<file path="config.mk">
export PLATFORM = sky130hd
export DESIGN_NAME = gamepad_serial_poll_host_core_flat
export DESIGN_NICKNAME = d
export VERILOG_FILES = /design/src/rtl/core/gpsp_pkg.sv /design/src/rtl/core/gpsp_if.sv /design/src/rtl/core/gpsp_seq.sv /design/src/rtl/core/gpsp_queue.sv /design/src/rtl/core/gpsp_remap.sv /design/src/rtl/core/gamepad_serial_poll_host_core.sv /design/src/flat_wrapper.sv
export SDC_FILE = /design/constraint.sdc
export NUM_CORES = 1
export LEC_CHECK = 0
export BUFFER_PORTS_ARGS = -buffer_cell sky130_fd_sc_hd__buf_4
export CORE_UTILIZATION = 23
export CTS_CLUSTER_SIZE = 10
export DETAILED_ROUTE_END_ITERATION = 6
export PLACE_DENSITY_LB_ADDON = 0.05
export REMOVE_ABC_BUFFERS = 1
export SLEW_MARGIN = 20
export SYNTH_ARGS = -nofsm -noshare
export SYNTH_HDL_FRONTEND = slang
export SYNTH_SLANG_ARGS = --single-unit
</file>
<file path="constraint.sdc">
create_clock -name clk -period 5.6 [get_ports clk]
set_input_delay 0.56 -clock clk [delete_from_list [all_inputs] [get_ports clk]]
set_output_delay 0.56 -clock clk [all_outputs]
set_load 0.03 [all_outputs]
</file>
<file path="src/rtl/core/gpsp_pkg.sv">
// ----------------------------------------------------------------------------
// Gamepad serial poll host package
// Shared types, codes and constants of the gamepad link host.
// ----------------------------------------------------------------------------
package gpsp_pkg;

	localparam int FRAME_BYTES = 9;
	// Received bytes kept for the report; fixed by the report layout.
	localparam int RX_BYTES = 9;
	localparam int BYTE_IDX_W = 4;
	localparam int QUEUE_DEPTH = 4;
	localparam int QUEUE_PTR_W = 2;
	localparam int AXES = 4;

	// Request command codes.
	localparam logic [1:0] CMD_TICK = 2'd0;
	localparam logic [1:0] CMD_POLL = 2'd1;
	localparam logic [1:0] CMD_VIBE = 2'd2;
	localparam logic [1:0] CMD_INIT = 2'd3;

	// Configuration register indexes.
	localparam logic [2:0] REG_DEADZONE = 3'd0;
	localparam logic [2:0] REG_DZ_ENABLE = 3'd1;
	localparam logic [2:0] REG_SETUP = 3'd2;
	localparam logic [2:0] REG_SAMPLE = 3'd3;
	localparam logic [2:0] REG_HOLD = 3'd4;
	localparam logic [2:0] REG_GUARD = 3'd5;

	localparam logic [7:0] AXIS_CENTER = 8'd128;
	localparam logic [7:0] AXIS_SPAN = 8'd127;

	typedef struct packed {
		logic [6:0] deadzone;
		logic       deadzone_enable;
		logic [7:0] setup_ticks;
		logic [7:0] sample_ticks;
		logic [7:0] hold_ticks;
		logic [9:0] select_guard_ticks;
	} cfg_t;

	// One tick's report as it leaves the sequencer, axes still raw.
	typedef struct packed {
		logic                 select_n;
		logic                 serial_clock;
		logic                 command_line;
		logic                 busy;
		logic                 done;
		logic [7:0]           mode;
		logic [7:0]           btn_lo;
		logic [7:0]           btn_hi;
		logic [AXES-1:0][7:0] axis;
	} rec_t;

	// Command bytes of the seven init frames.
	function automatic logic [7:0] init_byte(input logic [2:0] step,
			input logic [BYTE_IDX_W-1:0] idx);
		logic [2:0] s;
		logic [7:0] b;
		s = (step == 3'd7) ? 3'd6 : step;
		b = 8'h00;
		if (idx == 4'd0) begin
			b = 8'h01;
		end else if (idx == 4'd1) begin
			unique case (s)
				3'd3, 3'd6: b = 8'h43;
				3'd4: b = 8'h44;
				3'd5: b = 8'h4D;
				default: b = 8'h42;
			endcase
		end else if (idx == 4'd3) begin
			b = (s == 3'd3 || s == 3'd4) ? 8'h01 : 8'h00;
		end else if (idx == 4'd4) begin
			if (s == 3'd4) b = 8'hEE;
			else if (s == 3'd5) b = 8'h01;
			else if (s == 3'd6) b = 8'h5A;
		end else if (idx >= 4'd5 && idx <= 4'd8) begin
			b = (s == 3'd6) ? 8'h5A : 8'h00;
		end
		return b;
	endfunction

endpackage

</file>
<file path="src/rtl/core/gpsp_if.sv">
// ----------------------------------------------------------------------------
// Gamepad serial poll host channels
// Valid/ready channels for tick requests and tick reports.
// ----------------------------------------------------------------------------
interface gpsp_req_if;
	logic       valid;
	logic       ready;
	logic [1:0] command;
	logic [7:0] motor_large;
	logic [7:0] motor_small;
	logic       data_in;
	modport source(output valid, command, motor_large, motor_small, data_in, input ready);
	modport sink(input valid, command, motor_large, motor_small, data_in, output ready);
endinterface

interface gpsp_rsp_if;
	logic       valid;
	logic       ready;
	logic       select_n;
	logic       serial_clock;
	logic       command_line;
	logic       busy_res;
	logic       done_res;
	logic [7:0] mode_byte;
	logic [7:0] buttons_low;
	logic [7:0] buttons_high;
	logic [7:0] right_x;
	logic [7:0] right_y;
	logic [7:0] left_x;
	logic [7:0] left_y;
	modport source(output valid, select_n, serial_clock, command_line, busy_res, done_res,
		mode_byte, buttons_low, buttons_high, right_x, right_y, left_x, left_y,
		input ready);
	modport sink(input valid, select_n, serial_clock, command_line, busy_res, done_res,
		mode_byte, buttons_low, buttons_high, right_x, right_y, left_x, left_y,
		output ready);
endinterface

</file>
<file path="src/rtl/core/gpsp_seq.sv">
// ----------------------------------------------------------------------------
// Gamepad link sequencer
// Takes one tick request per cycle unless the queue is full, drives the pin levels and collects bytes.
// ----------------------------------------------------------------------------
module gpsp_seq (
	input  logic           clk,
	input  logic           arst_n,
	input  gpsp_pkg::cfg_t cfg,
	gpsp_req_if.sink       req,
	input  logic           q_full,
	output logic           q_push,
	output gpsp_pkg::rec_t q_rec
);
	import gpsp_pkg::*;

	typedef enum logic [2:0] {
		PH_IDLE, PH_SEL, PH_LEAD, PH_HIGH, PH_LOW, PH_HOLD, PH_DESEL
	} phase_t;

	phase_t                phase_q, ph, ph_n;
	logic [9:0]            tick_q, tick, tick_n, len;
	logic [2:0]            bit_q, bitx, bit_n;
	logic [BYTE_IDX_W-1:0] byte_q, bytex, byte_n, flen;
	logic [2:0]            step_q, step, step_n;
	logic [1:0]            op_q, op;
	logic [15:0]           motor_q, motor;
	logic [7:0]            shift_q, shift, shift_n, cmdb;
	logic [7:0]            rb_q [RX_BYTES];
	logic                  start, last, rb_we, take;

	assign req.ready = !q_full;
	assign take = req.valid && !q_full;
	assign q_push = take;

	// Next-state and pin levels for the current tick.
	always_comb begin
		start = (phase_q == PH_IDLE) && (req.command != CMD_TICK);
		ph = start ? PH_SEL : phase_q;
		tick = start ? 10'd0 : tick_q;
		bitx = start ? 3'd0 : bit_q;
		bytex = start ? '0 : byte_q;
		step = start ? 3'd0 : step_q;
		shift = start ? 8'd0 : shift_q;
		op = start ? req.command : op_q;
		motor = start ? {req.motor_small, req.motor_large} : motor_q;

		// Command byte in flight.
		if (op == CMD_INIT) cmdb = init_byte(step, bytex);
		else if (bytex == 4'd0) cmdb = 8'h01;
		else if (bytex == 4'd1) cmdb = 8'h42;
		else if (op == CMD_VIBE && bytex == 4'd3) cmdb = motor[7:0];
		else if (op == CMD_VIBE && bytex == 4'd4) cmdb = motor[15:8];
		else cmdb = 8'h00;

		unique case (ph)
			PH_SEL, PH_DESEL: len = cfg.select_guard_ticks;
			PH_LEAD, PH_HIGH: len = {2'b00, cfg.setup_ticks};
			PH_LOW: len = {2'b00, cfg.sample_ticks};
			default: len = {2'b00, cfg.hold_ticks};
		endcase
		if (len == 10'd0) len = 10'd1;
		last = ({1'b0, tick} + 11'd1) >= {1'b0, len};

		ph_n = ph;
		tick_n = last ? 10'd0 : tick + 10'd1;
		bit_n = bitx;
		byte_n = bytex;
		step_n = step;
		shift_n = shift;
		rb_we = 1'b0;
		flen = (op == CMD_INIT && (step <= 3'd2 || step == 3'd5)) ? 4'd5 : 4'(FRAME_BYTES);
		q_rec = '0;
		if (last) begin
			unique case (ph)
				PH_IDLE: ph_n = PH_IDLE;
				PH_SEL: ph_n = PH_LEAD;
				PH_LEAD: begin
					ph_n = PH_HIGH;
					bit_n = 3'd0;
					shift_n = 8'd0;
				end
				PH_HIGH: ph_n = PH_LOW;
				PH_LOW: begin
					shift_n = shift | (8'(req.data_in) << bitx);
					ph_n = PH_HOLD;
				end
				PH_HOLD: begin
					if (bitx != 3'd7) begin
						bit_n = bitx + 3'd1;
						ph_n = PH_HIGH;
					end else begin
						rb_we = (op != CMD_INIT) && (bytex < 4'(RX_BYTES));
						byte_n = bytex + 4'd1;
						bit_n = 3'd0;
						ph_n = (byte_n >= flen) ? PH_DESEL : PH_LEAD;
					end
				end
				PH_DESEL: begin
					if (op == CMD_INIT && step < 3'd6) begin
						step_n = step + 3'd1;
						byte_n = '0;
						ph_n = PH_SEL;
					end else begin
						ph_n = PH_IDLE;
						q_rec.done = 1'b1;
					end
				end
				default: ph_n = PH_IDLE;
			endcase
		end
		if (ph == PH_IDLE) tick_n = tick;

		// Report record; bytes reflect the write made on this tick.
		q_rec.select_n = !(ph != PH_IDLE && ph != PH_DESEL);
		q_rec.serial_clock = !(ph == PH_LOW || ph == PH_HOLD);
		q_rec.command_line = (ph == PH_HIGH || ph == PH_LOW || ph == PH_HOLD) && cmdb[bitx];
		q_rec.busy = (ph != PH_IDLE);
		q_rec.mode = (rb_we && bytex == 4'd1) ? shift : rb_q[1];
		q_rec.btn_lo = ~((rb_we && bytex == 4'd3) ? shift : rb_q[3]);
		q_rec.btn_hi = ~((rb_we && bytex == 4'd4) ? shift : rb_q[4]);
		for (int a = 0; a < AXES; a++) begin
			q_rec.axis[a] = (rb_we && bytex == 4'(a + 5)) ? shift : rb_q[a + 5];
		end
	end

	// Sequencer state.
	always_ff @(posedge clk or negedge arst_n) begin
		if (!arst_n) begin
			phase_q <= PH_IDLE;
			tick_q <= '0;
			bit_q <= '0;
			byte_q <= '0;
			step_q <= '0;
			op_q <= '0;
			motor_q <= '0;
			shift_q <= '0;
			for (int i = 0; i < RX_BYTES; i++) rb_q[i] <= '0;
		end else if (take) begin
			phase_q <= ph_n;
			tick_q <= tick_n;
			bit_q <= bit_n;
			byte_q <= byte_n;
			step_q <= step_n;
			op_q <= op;
			motor_q <= motor;
			shift_q <= shift_n;
			if (rb_we) rb_q[bytex] <= shift;
		end
	end

endmodule

</file>
<file path="src/rtl/core/gpsp_queue.sv">
// ----------------------------------------------------------------------------
// Gamepad link report queue
// Short FIFO between the sequencer and the axis remap stage.
// ----------------------------------------------------------------------------
module gpsp_queue (
	input  logic           clk,
	input  logic           arst_n,
	input  logic           push,
	input  gpsp_pkg::rec_t wr_rec,
	output logic           full,
	input  logic           pop,
	output logic           empty,
	output gpsp_pkg::rec_t rd_rec
);
	import gpsp_pkg::*;

	rec_t                   mem_q [QUEUE_DEPTH];
	logic [QUEUE_PTR_W-1:0] wr_q, rd_q;
	logic [QUEUE_PTR_W:0]   cnt_q;

	assign full = (cnt_q == (QUEUE_PTR_W + 1)'(QUEUE_DEPTH));
	assign empty = (cnt_q == '0);
	assign rd_rec = mem_q[rd_q];

	// Storage.
	always_ff @(posedge clk) begin
		if (push) mem_q[wr_q] <= wr_rec;
	end

	// Pointers and fill count.
	always_ff @(posedge clk or negedge arst_n) begin
		if (!arst_n) begin
			wr_q <= '0;
			rd_q <= '0;
			cnt_q <= '0;
		end else begin
			if (push) wr_q <= wr_q + 1'b1;
			if (pop) rd_q <= rd_q + 1'b1;
			if (push && !pop) cnt_q <= cnt_q + 1'b1;
			else if (pop && !push) cnt_q <= cnt_q - 1'b1;
		end
	end

endmodule

</file>
<file path="src/rtl/core/gpsp_remap.sv">
// ----------------------------------------------------------------------------
// Gamepad link axis remap
// Applies the stick deadzone with a cached result and a serial divider.
// ----------------------------------------------------------------------------
module gpsp_remap (
	input  logic           clk,
	input  logic           arst_n,
	input  gpsp_pkg::cfg_t cfg,
	input  logic           q_empty,
	input  gpsp_pkg::rec_t q_rec,
	output logic           q_pop,
	gpsp_rsp_if.source     rsp
);
	import gpsp_pkg::*;

	typedef enum logic [1:0] {B_RUN, B_LOAD, B_DIV} bstate_t;

	bstate_t              st_q;
	logic [AXES-1:0][7:0] key_q, val_q;
	logic [6:0]           key_d_q;
	logic                 key_en_q, key_ok_q, hit, can_load;
	logic [1:0]           ax_q;
	logic [14:0]          num_q;
	logic [7:0]           den_q;
	logic [7:0]           rem_q;
	logic [3:0]           cnt_q;
	logic                 hi_q;
	logic [7:0]           v;
	logic [8:0]           lo_lim, hi_lim, trial;
	logic [7:0]           over;
	rec_t                 out_q;
	logic                 out_v_q;

	assign hit = key_ok_q && (key_q == q_rec.axis) && (key_d_q == cfg.deadzone)
		&& (key_en_q == cfg.deadzone_enable);
	assign can_load = !out_v_q || rsp.ready;
	assign q_pop = (st_q == B_RUN) && !q_empty && hit && can_load;

	// Axis classification for the axis being computed.
	always_comb begin
		v = q_rec.axis[ax_q];
		hi_lim = {1'b0, AXIS_CENTER} + {2'b00, cfg.deadzone};
		lo_lim = {1'b0, v} + {2'b00, cfg.deadzone};
		over = v - AXIS_CENTER - {1'b0, cfg.deadzone};
		trial = {rem_q, num_q[14]};
	end

	// Cache control, serial divider and output register.
	always_ff @(posedge clk or negedge arst_n) begin
		if (!arst_n) begin
			st_q <= B_RUN;
			key_ok_q <= 1'b0;
			out_v_q <= 1'b0;
			out_q <= '0;
			ax_q <= '0;
			cnt_q <= '0;
			num_q <= '0;
			den_q <= '0;
			rem_q <= '0;
			hi_q <= 1'b0;
			key_q <= '0;
			val_q <= '0;
			key_d_q <= '0;
			key_en_q <= 1'b0;
		end else begin
			if (rsp.ready) out_v_q <= 1'b0;
			unique case (st_q)
				B_RUN: begin
					if (q_pop) begin
						out_q <= q_rec;
						out_q.axis <= val_q;
						out_v_q <= 1'b1;
					end else if (!q_empty && !hit) begin
						ax_q <= '0;
						st_q <= B_LOAD;
					end
				end
				B_LOAD: begin
					// Pick the remap branch; only the outer bands divide.
					st_q <= B_RUN;
					if (!cfg.deadzone_enable) begin
						val_q[ax_q] <= v;
					end else if ({1'b0, v} > hi_lim) begin
						if (cfg.deadzone == 7'd127) begin
							val_q[ax_q] <= 8'd255;
						end else begin
							num_q <= {over, 7'd0} - {7'd0, over};
							den_q <= AXIS_SPAN - {1'b0, cfg.deadzone};
							hi_q <= 1'b1;
							rem_q <= '0;
							cnt_q <= '0;
							st_q <= B_DIV;
						end
					end else if (lo_lim < {1'b0, AXIS_CENTER}) begin
						num_q <= {v, 7'd0};
						den_q <= AXIS_CENTER - {1'b0, cfg.deadzone};
						hi_q <= 1'b0;
						rem_q <= '0;
						cnt_q <= '0;
						st_q <= B_DIV;
					end else begin
						val_q[ax_q] <= AXIS_CENTER;
					end
					if (st_q == B_LOAD && !(cfg.deadzone_enable
							&& ({1'b0, v} > hi_lim && cfg.deadzone != 7'd127
							|| !({1'b0, v} > hi_lim) && lo_lim < {1'b0, AXIS_CENTER}))) begin
						if (ax_q == 2'(AXES - 1)) begin
							key_q <= q_rec.axis;
							key_d_q <= cfg.deadzone;
							key_en_q <= cfg.deadzone_enable;
							key_ok_q <= 1'b1;
						end else begin
							ax_q <= ax_q + 2'd1;
							st_q <= B_LOAD;
						end
					end
				end
				B_DIV: begin
					// One restoring-division step; quotient bits fill num_q.
					if (trial >= {1'b0, den_q}) begin
						rem_q <= 8'(trial - {1'b0, den_q});
						num_q <= {num_q[13:0], 1'b1};
					end else begin
						rem_q <= trial[7:0];
						num_q <= {num_q[13:0], 1'b0};
					end
					cnt_q <= cnt_q + 4'd1;
					if (cnt_q == 4'd15) begin
						val_q[ax_q] <= hi_q ? AXIS_CENTER + num_q[7:0] : num_q[7:0];
						if (ax_q == 2'(AXES - 1)) begin
							key_q <= q_rec.axis;
							key_d_q <= cfg.deadzone;
							key_en_q <= cfg.deadzone_enable;
							key_ok_q <= 1'b1;
							st_q <= B_RUN;
						end else begin
							ax_q <= ax_q + 2'd1;
							st_q <= B_LOAD;
						end
					end
				end
				default: st_q <= B_RUN;
			endcase
		end
	end

	assign rsp.valid = out_v_q;
	assign rsp.select_n = out_q.select_n;
	assign rsp.serial_clock = out_q.serial_clock;
	assign rsp.command_line = out_q.command_line;
	assign rsp.busy_res = out_q.busy;
	assign rsp.done_res = out_q.done;
	assign rsp.mode_byte = out_q.mode;
	assign rsp.buttons_low = out_q.btn_lo;
	assign rsp.buttons_high = out_q.btn_hi;
	assign rsp.right_x = out_q.axis[0];
	assign rsp.right_y = out_q.axis[1];
	assign rsp.left_x = out_q.axis[2];
	assign rsp.left_y = out_q.axis[3];

endmodule

</file>
<file path="src/rtl/core/gamepad_serial_poll_host_core.sv">
// ----------------------------------------------------------------------------
// Gamepad serial poll host core
// Host side of a serial gamepad link, stepped one timing tick per request.
// ----------------------------------------------------------------------------
// Each request is one timing tick and yields one report. The sequencer takes
// a request every cycle while its four-entry report queue has room. Reports
// leave the remap stage one per cycle while the receiver is ready and the
// four stick bytes and deadzone settings match the last computed set; when
// they change (after a stick byte is received or the deadzone is rewritten)
// the remap stage holds the next report while it sees the change and, per
// axis, picks a branch and, in an outer band, runs a 16-step serial divider.
module gamepad_serial_poll_host_core (
	input  logic       clk,
	input  logic       arst_n,
	input  logic       cfg_write,
	input  logic [2:0] cfg_index,
	input  logic [9:0] cfg_data,
	gpsp_req_if.sink   req,
	gpsp_rsp_if.source rsp
);
	import gpsp_pkg::*;

	cfg_t cfg_q;
	logic q_full, q_push, q_empty, q_pop;
	rec_t wr_rec, rd_rec;

	// Configuration registers.
	always_ff @(posedge clk or negedge arst_n) begin
		if (!arst_n) begin
			cfg_q.deadzone <= 7'd10;
			cfg_q.deadzone_enable <= 1'b1;
			cfg_q.setup_ticks <= 8'd2;
			cfg_q.sample_ticks <= 8'd8;
			cfg_q.hold_ticks <= 8'd6;
			cfg_q.select_guard_ticks <= 10'd20;
		end else if (cfg_write) begin
			unique case (cfg_index)
				REG_DEADZONE: cfg_q.deadzone <= cfg_data[6:0];
				REG_DZ_ENABLE: cfg_q.deadzone_enable <= cfg_data[0];
				REG_SETUP: cfg_q.setup_ticks <= cfg_data[7:0];
				REG_SAMPLE: cfg_q.sample_ticks <= cfg_data[7:0];
				REG_HOLD: cfg_q.hold_ticks <= cfg_data[7:0];
				REG_GUARD: cfg_q.select_guard_ticks <= cfg_data;
				default: ;
			endcase
		end
	end

	gpsp_seq u_seq (
		.clk, .arst_n, .cfg(cfg_q), .req,
		.q_full, .q_push, .q_rec(wr_rec)
	);

	gpsp_queue u_queue (
		.clk, .arst_n, .push(q_push), .wr_rec, .full(q_full),
		.pop(q_pop), .empty(q_empty), .rd_rec
	);

	gpsp_remap u_remap (
		.clk, .arst_n, .cfg(cfg_q), .q_empty, .q_rec(rd_rec), .q_pop, .rsp
	);

endmodule

</file>
<file path="src/flat_wrapper.sv">
// flat-port wrapper written by rule: the top's interface ports become plain ports
module gamepad_serial_poll_host_core_flat import gpsp_pkg::*;
  (clk, arst_n, cfg_write, cfg_index, cfg_data, req_valid, req_command, req_motor_large, req_motor_small, req_data_in, req_ready, rsp_valid, rsp_select_n, rsp_serial_clock, rsp_command_line, rsp_busy_res, rsp_done_res, rsp_mode_byte, rsp_buttons_low, rsp_buttons_high, rsp_right_x, rsp_right_y, rsp_left_x, rsp_left_y, rsp_ready);
  gpsp_req_if req_i ();
  gpsp_rsp_if rsp_i ();
  input  logic clk;
  input  logic arst_n;
  input  logic cfg_write;
  input  logic [2:0] cfg_index;
  input  logic [9:0] cfg_data;
  input wire logic [$bits(req_i.valid)-1:0] req_valid;
  input wire logic [$bits(req_i.command)-1:0] req_command;
  input wire logic [$bits(req_i.motor_large)-1:0] req_motor_large;
  input wire logic [$bits(req_i.motor_small)-1:0] req_motor_small;
  input wire logic [$bits(req_i.data_in)-1:0] req_data_in;
  output wire logic [$bits(req_i.ready)-1:0] req_ready;
  output wire logic [$bits(rsp_i.valid)-1:0] rsp_valid;
  output wire logic [$bits(rsp_i.select_n)-1:0] rsp_select_n;
  output wire logic [$bits(rsp_i.serial_clock)-1:0] rsp_serial_clock;
  output wire logic [$bits(rsp_i.command_line)-1:0] rsp_command_line;
  output wire logic [$bits(rsp_i.busy_res)-1:0] rsp_busy_res;
  output wire logic [$bits(rsp_i.done_res)-1:0] rsp_done_res;
  output wire logic [$bits(rsp_i.mode_byte)-1:0] rsp_mode_byte;
  output wire logic [$bits(rsp_i.buttons_low)-1:0] rsp_buttons_low;
  output wire logic [$bits(rsp_i.buttons_high)-1:0] rsp_buttons_high;
  output wire logic [$bits(rsp_i.right_x)-1:0] rsp_right_x;
  output wire logic [$bits(rsp_i.right_y)-1:0] rsp_right_y;
  output wire logic [$bits(rsp_i.left_x)-1:0] rsp_left_x;
  output wire logic [$bits(rsp_i.left_y)-1:0] rsp_left_y;
  input wire logic [$bits(rsp_i.ready)-1:0] rsp_ready;
  assign req_i.valid = req_valid;
  assign req_i.command = req_command;
  assign req_i.motor_large = req_motor_large;
  assign req_i.motor_small = req_motor_small;
  assign req_i.data_in = req_data_in;
  assign req_ready = req_i.ready;
  assign rsp_valid = rsp_i.valid;
  assign rsp_select_n = rsp_i.select_n;
  assign rsp_serial_clock = rsp_i.serial_clock;
  assign rsp_command_line = rsp_i.command_line;
  assign rsp_busy_res = rsp_i.busy_res;
  assign rsp_done_res = rsp_i.done_res;
  assign rsp_mode_byte = rsp_i.mode_byte;
  assign rsp_buttons_low = rsp_i.buttons_low;
  assign rsp_buttons_high = rsp_i.buttons_high;
  assign rsp_right_x = rsp_i.right_x;
  assign rsp_right_y = rsp_i.right_y;
  assign rsp_left_x = rsp_i.left_x;
  assign rsp_left_y = rsp_i.left_y;
  assign rsp_i.ready = rsp_ready;
  gamepad_serial_poll_host_core u_core (.clk(clk), .arst_n(arst_n), .cfg_write(cfg_write), .cfg_index(cfg_index), .cfg_data(cfg_data), .req(req_i), .rsp(rsp_i));
endmodule
</file>
==> run_results.csv, run 1 <==
group,metric,value,unit
run_status,status,"complete, but fails checks",
run_status,violations,"DRC",
pwr,p_comb_share,30.5,%
run,maxCapViolCount,0,
hold_path,hp-class,"in -> reg",
timing,skew,40.0,ps
pwr,p_int,10.0,mW
die,die_x,342,um
worst_setup_path,worstPathCellList,"buf_4 > mux4_2 > mux4_2 > ha_1 > ha_1 > inv_1 > fa_1 > nand2b_1 > a21oi_2 > o21a_1 > or4_1 > nand3_1 > xor2_1 > ha_1 > nor2_2 > nand3_2 > nor4bb_4 > o22ai_1 > mux2_2 > a211o_1 > a21oi_1",
synth,synth_mux_area_share,15.1,%
clock_tree,root_buffer,"clkbuf_16",
die,start_util,23.2,%
synth,synth_top_family_by_area,"multiplexers",
pwr,pwr-share-clk,31.6,%
timing,slew_headroom,28.8,%
timing,finalCriticalPeriod,5260,ps
timing,setup_viol,0,
timing,hold_violations,0,
global_routing,track_usage,13.8,%
timing,max_freq,190,MHz
worst_setup_path,r2r_start,"u_core.u_queue.rd_q[0]",
worst_setup_path,crit_family,"multiplexers",
worst_setup_path,cp_common_cell,"ha_1",
die,die_h,342,um
global_routing,antenna_found_initial,4,
die,core-area,115000,um^2
finish,nets,2344,
worst_setup_path,critPathKind,"reg -> reg",
worst_setup_path,cp-end-kind,"flop",
worst_setup_path,start_kind,"flop",
finish,drive_gt1_share,26.2,%
synth,ys_seq_elements,573,
worst_setup_path,crit_buf_inv,2,
synth,yosys_warnings,0,
die,dieArea,117000,um^2
global_routing,grt_pass1_vias,18000,
worst_setup_path,crit_required,6130,ps
clock_tree,cts_tree,"yes",
timing,whs,106,ps
pwr,leakagePower,13.1,nW
synth,async_flop_share,57.4,%
pwr,ir_drop,0.000219,V
global_routing,overflow,0,
route,ant_nets,0,
route,post-route-drc-count,3,
clock_tree,clk_path_buf_depth,3,
route,vias,16900,
synth,synth_compound_area_share,8.37,%
synth,syn_area,26600,um^2
pwr,p_per_area,468,nW/um^2
synth,ys_types,85,
route,via_per_inst,4.45,
synth,synth_edf_count,244,
pwr,p_sw,5.07,mW
synth,synth_ff_type,"dfrtp_1",
finish,final_core_util,28.1,%
worst_setup_path,cp.arrival,5790,ps
route,wl_per_cell,21.0,um
synth,synth_fa_ha_area_share,3.64,%
place,dpl.hpwl,54400,um
die,rows,124,
worst_setup_path,cpMaxStageDelayCell,"mux4_2",
timing,rsz0062_at_grt,"yes",
timing,tightest_slew,1060,ps
worst_setup_path,critPathMaxStageDelay,550,ps
timing,report.final.slew_viol_count,0,
synth,synth-simple-area-share,9.28,%
route,first_pass_iters,7,
finish,multi_input_area,10500,um^2
finish,regArea,15600,um^2
global_routing,grt_pass1_wl,121000,um
route,routed_wl,79700,um
clock_tree,cts_made_buffers,75,
pwr,switching_share,33.6,%
clock_tree,path_clk_slew,50,ps
synth,seq_area_frac_synth,58.4,%
worst_setup_path,cp_max_fo,8,
route,drt_iter0_drc,801,
finish,layout_common_cells,"dfrtp_1 (318), nand2_1 (264), edfxtp_1 (244), buf_4 (195), mux2_2 (152)",
clock_tree,clk_latency,640,ps
die,ios,100,
place,portBuffers,99,
finish,final_common_cell,"dfrtp_1",
finish,syn_to_final_growth,21.0,%
synth,syn_avg_cell_area,13.1,um^2
synth,synth-xor-area-share,2.63,%
finish,nFillCells,11700,
clock_tree,htree_levels,3,
synth,postSynthCellCount,2038,
clock_tree,cts_sinks,573,
pwr,sequentialPowerShare,37.8,%
timing,post-route-period-util,93.9,%
place,place_congestion,0.782,
worst_setup_path,crit_start,"u_core.u_queue.rd_q[0]",
finish,n_antenna_cell,0,
global_routing,grt_start_max_net_pins,118,
hold_path,worstHoldStart,"req_motor_small[4]",
==> worst paths after layout <==
check | slack (ps) | endpoint | cells after the start
setup / recovery | 340 | u_core.u_remap.num_q[13] | 21
hold / removal | 110 | u_core.u_seq.motor_q[12] | 3
setup reg to reg | 340 | u_core.u_remap.num_q[13] | 21
hold reg to reg | 470 | u_core.u_seq.motor_q[10] | 2
max in group asynchronous | 3870 | u_core.u_seq.motor_q[13] | 3
min in group asynchronous | 450 | async pin | 2
==> power by group through the flow <==
stage / sequential (mW) / combinational, mW / clock, mW
floorplan: 5.67 / 2.99 / 0
detailed placement: 5.78 / 4.70 / 0
finish: 5.71 / 4.61 / 4.77
global placement: 5.79 / 4.72 / 0
global route: 5.81 / 5.17 / 5.11
CTS: 5.72 / 4.72 / 4.96
==> what timing repair did <==
item,4_1_cts,5_1_grt
endpoints found under the hold margin,43,0
hold buffers,1,0
setup buffers,0,9
endpoints found under the setup margin,0,36
gates resized for setup,0,10
==> cell type report <==
cell class / instances / share of cell area, %
tap: 1512 / 5.87
clock inverter: 25 / 1.07
timing repair buffer: 205 / 5.09
inverter: 61 / 0.710
sequential: 573 / 48.3
multi-input combinational: 1317 / 32.5
clock buffer: 108 / 6.40
==> routing by layer <==
| metal | up-vias | track usage (%) | share of wire (%) |
|---|---|---|---|
| li1 | 7928 | - | - |
| met1 | 8593 | 18.3 | 46 |
| met2 | 271 | 23.1 | 49 |
| met3 | 109 | 2.24 | 2.9 |
| met4 | 0 | 3.88 | 2.5 |
| met5 | - | 0 | 0 |
==> cells in the mapped netlist (19+ instances only) <==
cell type	instances	area [um^2]
nand2_1	264	991
xor2_1	24	210
clkbuf_1	57	214
nand4_1	26	163
mux2_2	152	1710
mux2i_1	27	270
mux4_2	67	1510
mux2_4	35	526
edfxtp_1	244	7330
xnor2_1	56	490
nor2_1	87	327
inv_1	60	225
nor3_1	19	95.1
o21ai_0	148	741
ha_1	68	851
nand3_1	36	180
dfrtp_1	320	8010
a21oi_1	57	285
==> cell families (layout without fill, tap and decap cells) <==
group / after synthesis / in the layout
DFF: 573 / 573
and+or+nand+nor: 534 / 534
AOI/OAI and AO/OA: 348 / 348
muxes: 281 / 281
buffers and inverters: 148 / 399
xor gates and xnor gates: 80 / 80
adders and majority gates: 74 / 74
==> flip-flops by register name, summed over array words and instances (netlist names), 10 cells and up, named ones only <==
name                  flops
u_core.u_seq.tick_q      10
u_core.u_remap.num_q     15
u_core.u_seq.motor_q     16
u_core.u_remap.key_q     32
u_core.u_seq.rb_q        56
u_core.u_queue.mem_q    244
u_core.cfg_q             42
==> worst register-to-register path, delay by kind of cell (launching register included) <==
| kind | cells | cell delay (ps) |
|---|---|---|
| XOR/XNOR | 1 | 170 |
| AO/OA/AOI/OAI | 5 | 850 |
| buffers and inverters | 2 | 210 |
| multiplexers | 3 | 1370 |
| AND/OR/NAND/NOR | 6 | 990 |
| flip-flops | 1 | 490 |
| adder cells (fa/ha/maj) | 4 | 1080 |
==> through the flow <==
step / worst slack (ps) / cells / total power [mW] / setup TNS, ps / instance area [um^2]
final: 343 / 3801 / 15.1 / 0 / 32200
after global routing: -40.1 / 3801 / 16.1 / -40.1 / 32200
after CTS: 66.4 / 3792 / 15.4 / 0 / 32100
after global placement: 152 / 3658 / 10.5 / 0 / 29700
after detailed placement: 82.2 / 3658 / 10.5 / 0 / 29700
after floorplan: -3770 / 1951 / 8.66 / -318550 / 26200
Note: power is estimated with default switching activity, not from simulation.
==> run 2: changes to the inputs <==
==> constraint.sdc (replaced) <==
create_clock -name clk -period 5.6 [get_ports clk]
set_input_delay 1.12 -clock clk [delete_from_list [all_inputs] [get_ports clk]]
set_output_delay 1.12 -clock clk [all_outputs]
set_load 0.03 [all_outputs]
==> run 2 against run 1 <==
Compared with the run above: the run still ends with DRC left; critical endpoint unchanged; largest cell class unchanged; highest routed layer unchanged; clock power about the same; critical path depth is the same; register-to-register slack worse by 120 ps; design area rose by 0.11%; combinational power is 0.9% lower; maximum frequency is 2.2% lower; flip-flop and latch count stayed put.
==> run_results.csv, run 2 (synthesis gave the netlist of run 1 again) <==
group,metric,value,unit
run_status,status,"complete, but fails checks",
run_status,violations,"DRC",
clock_tree,path_clk_slew,60,ps
run,maxCapViolCount,0,
die,ios,100,
worst_setup_path,critPathKind,"reg -> reg",
worst_setup_path,crit_required,6140,ps
global_routing,grtUsageMet3,2.22,%
global_routing,grt_start_max_net_pins,111,
die,die_h,342,um
finish,syn_to_final_growth,21.1,%
hold_path,worstHoldStart,"u_core.u_remap.key_ok_q",
global_routing,top_usage_layer,"met2",
finish,largest_registers,"u_core.u_queue.mem_q: 244 flops, u_core.u_seq.rb_q: 56 flops, u_core.cfg_q: 42 flops",
route,drt_iter0_drc,795,
finish,layout_common_cells,"dfrtp_1 (318), nand2_1 (264), edfxtp_1 (244), buf_4 (196), mux2_2 (152)",
route,via_per_inst,4.43,
worst_setup_path,cp_max_fo,12,
global_routing,track_usage,13.6,%
finish,largest_register,"u_core.u_queue.mem_q",
route,routed_wl,79400,um
route,vias,16800,
worst_setup_path,r2r_start,"u_core.u_queue.rd_q[0]",
finish,final_common_cell,"dfrtp_1",
place,dpl.hpwl,53800,um
clock_tree,clk_path_buf_depth,3,
die,start_util,23.2,%
die,die_x,342,um
route,first_pass_iters,7,
route,ant_nets,0,
finish,design_area,32300,um^2
clock_tree,cts_sinks,573,
timing,finalCriticalPeriod,5370,ps
timing,hold_violations,0,
place,place_congestion,0.746,
place,dpl-instance-area,29700,um^2
clock_tree,cts.hold.buffers_added,0,
finish,largest_reg_flops,244,
finish,drive_gt1_share,26.0,%
worst_setup_path,worstPathCellList,"buf_12 > mux4_2 > mux4_2 > ha_4 > ha_1 > inv_1 > fa_1 > nand2b_1 > a21oi_2 > o21a_1 > or4_1 > nand3_1 > xor2_1 > ha_1 > nor2_2 > nand3_2 > nor4bb_4 > o22ai_2 > mux2_2 > a211o_1 > a21oi_1",
finish,nets,2344,
timing,setup_viol,0,
place,place_ws,-253,ps
clock_tree,root_buffer,"clkbuf_16",
global_routing,gr-usage-met2,22.6,%
worst_setup_path,crit_start,"u_core.u_queue.rd_q[0]",
global_routing,grt_pass1_wl,120000,um
pwr,p_per_area,468,nW/um^2
timing,post-route-period-util,96.0,%
die,rows,124,
clock_tree,clk_latency,640,ps
clock_tree,cts_tree,"yes",
global_routing,overflow,0,
die,core-area,115000,um^2
pwr,ir_drop,0.000201,V
timing,skew,25.4,ps
global_routing,antenna_found_initial,2,
timing,slew_headroom,30.8,%
hold_path,hp-class,"reg -> reg",
finish,n_antenna_cell,0,
worst_setup_path,start_kind,"flop",
timing,fin_ws,225,ps
timing,whs,461,ps
clock_tree,htree_levels,3,
die,dieArea,117000,um^2
global_routing,grt_util_met1,18.2,%
worst_setup_path,cpMaxStageDelayCell,"mux4_2",
worst_setup_path,critPathMaxStageDelay,590,ps
route,post-route-drc-count,4,
pwr,power,15.1,mW
timing,tightest_slew,1030,ps
timing,report.final.slew_viol_count,0,
worst_setup_path,cp.arrival,5910,ps
global_routing,grt_pass1_vias,17800,
finish,nFillCells,11700,
place,portBuffers,99,
worst_setup_path,cp-end-kind,"flop",
clock_tree,cts_made_buffers,74,
pwr,leakagePower,13.1,nW
route,wl_per_cell,20.9,um
timing,max_freq,186,MHz
run 2: changes by cell type in the layout (fill, tap and decap cells not counted), sizes merged:
cell | previous run | this run
dlygate4sd3 | 1 | 0
buf | 204 | 206
clkbuf | 108 | 120
clkinv | 17 | 5
inv | 63 | 65
clkinvlp | 0 | 1
run 2: per-layer routing:
| layer | routed length (um) | share of wire (%) |
|---|---|---|
| met2 | 38200 | 48 |
| met3 | 2410 | 3.0 |
| met5 | 0 | 0 |
| met4 | 1880 | 2.4 |
| met1 | 36900 | 46 |
run 2: stage by stage:
step	setup TNS, ps	instances	util, %
after global routing	-57.2	3805	28.1
after global placement	-6230	3663	25.9
after detailed placement	-7900	3663	25.9
final	0	3805	28.1
after floorplan	-346310	1951	-
after CTS	0	3799	28.1
run 2: path summary, 6_finish.rpt:
kind,end,slack (ps),depth (start not counted)
max,u_core.u_remap.num_q[13],230,21
min,u_core.u_remap.key_ok_q,460,1
max reg2reg,u_core.u_remap.num_q[13],230,21
min reg2reg,u_core.u_remap.key_ok_q,460,1
max in group asynchronous,u_core.u_seq.rb_q[58],4000,2
min in group asynchronous,u_core.u_remap.rsp.left_y[4],480,1
run 2: area by class of cell:
type | instances | area (um^2) | share of cell area [%]
sequential | 573 | 15600 | 48.3
multi-input combinational | 1317 | 10500 | 32.5
clock buffer | 120 | 2110 | 6.53
tap | 1512 | 1890 | 5.86
timing repair buffer | 206 | 1660 | 5.14
clock inverter | 16 | 315 | 0.977
inverter | 61 | 229 | 0.710
run 2: power breakdown:
group          switching (mW)  internal (mW)  total [mW]
clock network            1.91           2.88        4.79
registers               0.473           5.26        5.73
logic                    2.64           1.93        4.57
total                    5.03           10.1        15.1
run 2: critical path: cells and delay by family, from the launching register on:
| family | cells | cell delay [ps] |
|---|---|---|
| muxes | 3 | 1440 |
| adders and majority gates | 4 | 1070 |
| and+or+nand+nor | 6 | 1030 |
| AOI/OAI and AO/OA | 5 | 910 |
| DFF | 1 | 450 |
| buffers and inverters | 2 | 210 |
| xor gates and xnor gates | 1 | 170 |
run 2: what timing repair did:
| item | 4_1_cts | 5_1_grt |
|---|---|---|
| endpoints found under the setup margin | 2 | 3 |
| resized for setup | 2 | 7 |
| buffers inserted | 0 | 6 |
| pin swaps | 0 | 4 |
